### config.mk
export PLATFORM = sky130hd
export DESIGN_NAME = ghe_ram
export DESIGN_NICKNAME = d
export VERILOG_FILES = /design/src/ghe_ram.sv
export SDC_FILE = /design/constraint.sdc
export NUM_CORES = 2
export LEC_CHECK = 0
export BUFFER_PORTS_ARGS = -buffer_cell sky130_fd_sc_hd__buf_4
export CAP_MARGIN = 20
export CORE_MARGIN = 4
export CORE_UTILIZATION = 45
export DETAILED_ROUTE_END_ITERATION = 6
export GPL_TIMING_DRIVEN = 1
export HOLD_SLACK_MARGIN = 0.12
export RECOVER_POWER = 100
export SLEW_MARGIN = 20
export SYNTH_ARGS = -nofsm -noshare
export SYNTH_HDL_FRONTEND = slang
export SYNTH_SLANG_ARGS = --single-unit
### constraint.sdc
create_clock -name clk -period 2.1 [get_ports clk]
set_input_delay 0.105 -clock clk [delete_from_list [all_inputs] [get_ports clk]]
set_output_delay 0.105 -clock clk [all_outputs]
set_load 0.005 [all_outputs]
### src/ghe_ram.sv
// Generic single-write, single-read synchronous RAM with registered read data.
// Depends on nothing; contents are undefined until written.
module ghe_ram #(
  parameter int WIDTH = 8,
  parameter int DEPTH = 256
) (
  input  logic                     clk,
  input  logic                     we,
  input  logic [$clog2(DEPTH)-1:0] waddr,
  input  logic [WIDTH-1:0]         wdata,
  input  logic                     re,
  input  logic [$clog2(DEPTH)-1:0] raddr,
  output logic [WIDTH-1:0]         rdata
);

  logic [WIDTH-1:0] mem [DEPTH];

  always_ff @(posedge clk) begin
    if (we) begin
      mem[waddr] <= wdata;
    end
    if (re) begin
      rdata <= mem[raddr];
    end
  end

endmodule

==> flow_summary.yaml <==
detailed_routing:
  routed_wirelength_um: 207000
  vias_per_cell: 5.82
  drt-pass1-iter-count: 5
  antenna_left: 0
  via_count: 41000
  drc: 0
  drtIter0Drc: 4786
  routedWlPerCell_um: 29.3
clock_network:
  cts_tree: "built"
  insertion_delay_ps: 860
  clk_pin_slew_ps: 60
  cts.sinks: 2056
  cts_buffers: 206
  clk_path_buf_depth: 3
  cts-root-buf: "clkbuf_16"
  htreeDepth: 4
synthesis:
  ys_seq_area_share_pct: 77.5
  yosys_warnings: 0
  syn_inst: 3733
  synth_edf_count: 2056
  netlist_area_um2: 79600
  syn_nets: 3760
  synth-seq-cells: 2056
  synth.distinct_cells: 54
  ys.flop_type: "edfxtp_1"
  syn_avg_cell_area_um2: 21.3
  synthArstFlopShare_pct: 0
final_layout:
  final_common_cell: "edfxtp_1"
  layout-drive-gt1-share_pct: 33.1
  fin_util_pct: 53.9
  final_cell_mix: "2056 x edfxtp_1, 456 x buf_4, 454 x mux4_2, 276 x nor2_1, 207 x clkbuf_16"
  fin_nets: 4564
  syn_to_final_growth_pct: 19.1
setup_path:
  crit_arrival_ps: 3000
  end_kind: "flop"
  crit_required_ps: 2660
  critPathKind: "reg -> reg"
  worstPathMaxFanout: 1
  r2r_slack_ps: -340
  cp-start-kind: "flop"
placement:
  gp_congestion: 0.860
  numPortBuffers: 34
  hpwl_um: 134000
floorplanning:
  dieArea_um2: 184000
  rows: 154
  initial_core_util_pct: 45.2
  ioPinCount: 35
  die-height_um: 429
  die_w_um: 429
  core_area_um2: 176000
power_and_ir_drop:
  vdd.ir_drop.worst_mv: 0.903
  switching_share_pct: 21.4
  p_per_area_nw_per_um2: 909
  leakage_uw: 0.0308
  p_clk_share_pct: 41.7
  intPower_uw: 67800
  seqPwrFrac_pct: 52.6
  pwr-share-comb_pct: 5.7
  switching_power_uw: 18500
grt:
  grt_pass1_vias: 41300
  antenna_found_initial: 12
  grt_start_max_net_pins: 97
  grt_pass1_wl_um: 299000
  grtUsageTotal_pct: 22.4
  grt.overflow.total: 0
timing:
  rsz0062_at_grt: "true"
  fin_skew_ps: 34.5
  max_freq_mhz: 410
  setup_tns_ps: -43910
  period_share_pct: 116
  setup_ws_ps: -337
  tightest_slew_ps: 2090
  timing.hold.ws_ps: 235
  relSlewSlack_pct: -39.4
  hold_viol: 0
  setup_viol: 508
  slew_viol_final: 360
  layout_min_cycle_time_ps: 2440
outcome:
  status: "finished with violations"
  violations: "max-capacitance violations, max-slew violations, negative setup slack"
run:
  cap_violations: 5
min_path:
  hold_class: "in -> reg"
==> kinds of logic (layout without fill, tap and decap cells) <==
family                 count (synthesis)  after routing  share of synthesized area, %
AND/OR/NAND/NOR                      466            466                          2.63
other                                  0              1                             0
buffers and inverters                235           1207                          1.83
AO/OA/AOI/OAI                        385            385                          3.42
multiplexers                         591            591                          14.6
flip-flops                          2056           2056                          77.5
==> Yosys cell counts (3+ instances only) <==
cell type  instances  area share, %
buf_12             8           0.20
nor4_2             3          0.047
edfxtp_1        2056             78
o211ai_1          10          0.094
a21oi_1           96           0.60
a22oi_1          133            1.3
buf_2             31           0.19
nor2b_1           31           0.24
nand4_1           10          0.079
nand3_1           34           0.21
buf_8             13           0.25
clkbuf_1         111           0.52
a221oi_1          13           0.14
o21ai_0           10          0.063
nand2b_1           8          0.063
o32ai_1            4          0.044
mux4_2           454             13
or2_2              4          0.031
o22a_1             5          0.055
nor3_1            22           0.14
nor2_1           282            1.3
and2_1             6          0.047
buf_6             21           0.30
a211oi_1          16           0.15
nand2_1           33           0.16
buf_1             22           0.10
mux2i_1          134            1.7
nor4_1            24           0.19
a22o_1             8          0.088
buf_4             27           0.25
o22ai_1           28           0.22
o221ai_1          46           0.51
==> flip-flops by register name, summed over array words and instances (netlist names) <==
signal  cells
mem      2048
rdata       8
==> worst max-delay path, stage by stage (launching register included) <==
cell      delay, ps
edfxtp_1        390
mux4_2          480
mux4_2          540
nor2b_4         170
nor4_4          360
buf_4           190
nor4_2           30
==> final timing paths <==
check	depth (start not counted)	end	startpoint
max reg2reg	6	rdata[1]	mem[67][1]
min	5	mem[92][1]	waddr[6]
max	6	rdata[1]	mem[67][1]
min reg2reg	6	rdata[6]	mem[38][6]
==> final cells by class <==
| type | count | area, um^2 |
|---|---|---|
| Antenna cell | 1 | 2.50 |
| Clock buffer | 248 | 5330 |
| Clock inverter | 128 | 1270 |
| Fill cell | 13600 | 81300 |
| Inverter | 2 | 7.51 |
| Multi-Input combinational cell | 1442 | 16900 |
| Sequential cell | 2056 | 61700 |
| Tap cell | 2340 | 2930 |
| Timing Repair Buffer | 829 | 6660 |
==> power by group through the flow <==
| stage | Combinational, uW | Sequential (uW) | Clock, uW |
|---|---|---|---|
| after floorplan | 2220 | 46200 | 0 |
| after global placement | 4900 | 46200 | 0 |
| after detailed placement | 4950 | 46200 | 0 |
| after CTS | 5080 | 45300 | 36600 |
| after global routing | 5220 | 45300 | 38500 |
| final | 4940 | 45300 | 36000 |
==> metal layers <==
layer | wire (um) | GRT usage [%]
met4 | 6120 | 6.25
met2 | 100000 | 35.9
met5 | 10 | 0
met3 | 16300 | 4.22
met1 | 84100 | 31.8
==> stage by stage <==
stage | power (uW) | instances | worst slack (ps) | cell area, um^2
floorplan | 48400 | 3733 | -9.96 | 79700
global placement | 51100 | 6644 | -1270 | 88600
detailed placement | 51100 | 6644 | -1210 | 88600
CTS | 87000 | 7046 | -338 | 95800
global route | 89000 | 7045 | -378 | 94800
finish | 86200 | 7046 | -337 | 94800
==> repair_timing <==
item / CTS / global route
gates resized for setup: 50 / 25
pin swaps: 18 / 20
endpoints found under the hold margin: 3024 / 0
endpoints found under the setup margin: 8 / 99
hold buffers: 26 / 0
setup buffers: 0 / 2
(Power assumes the default switching activity.)
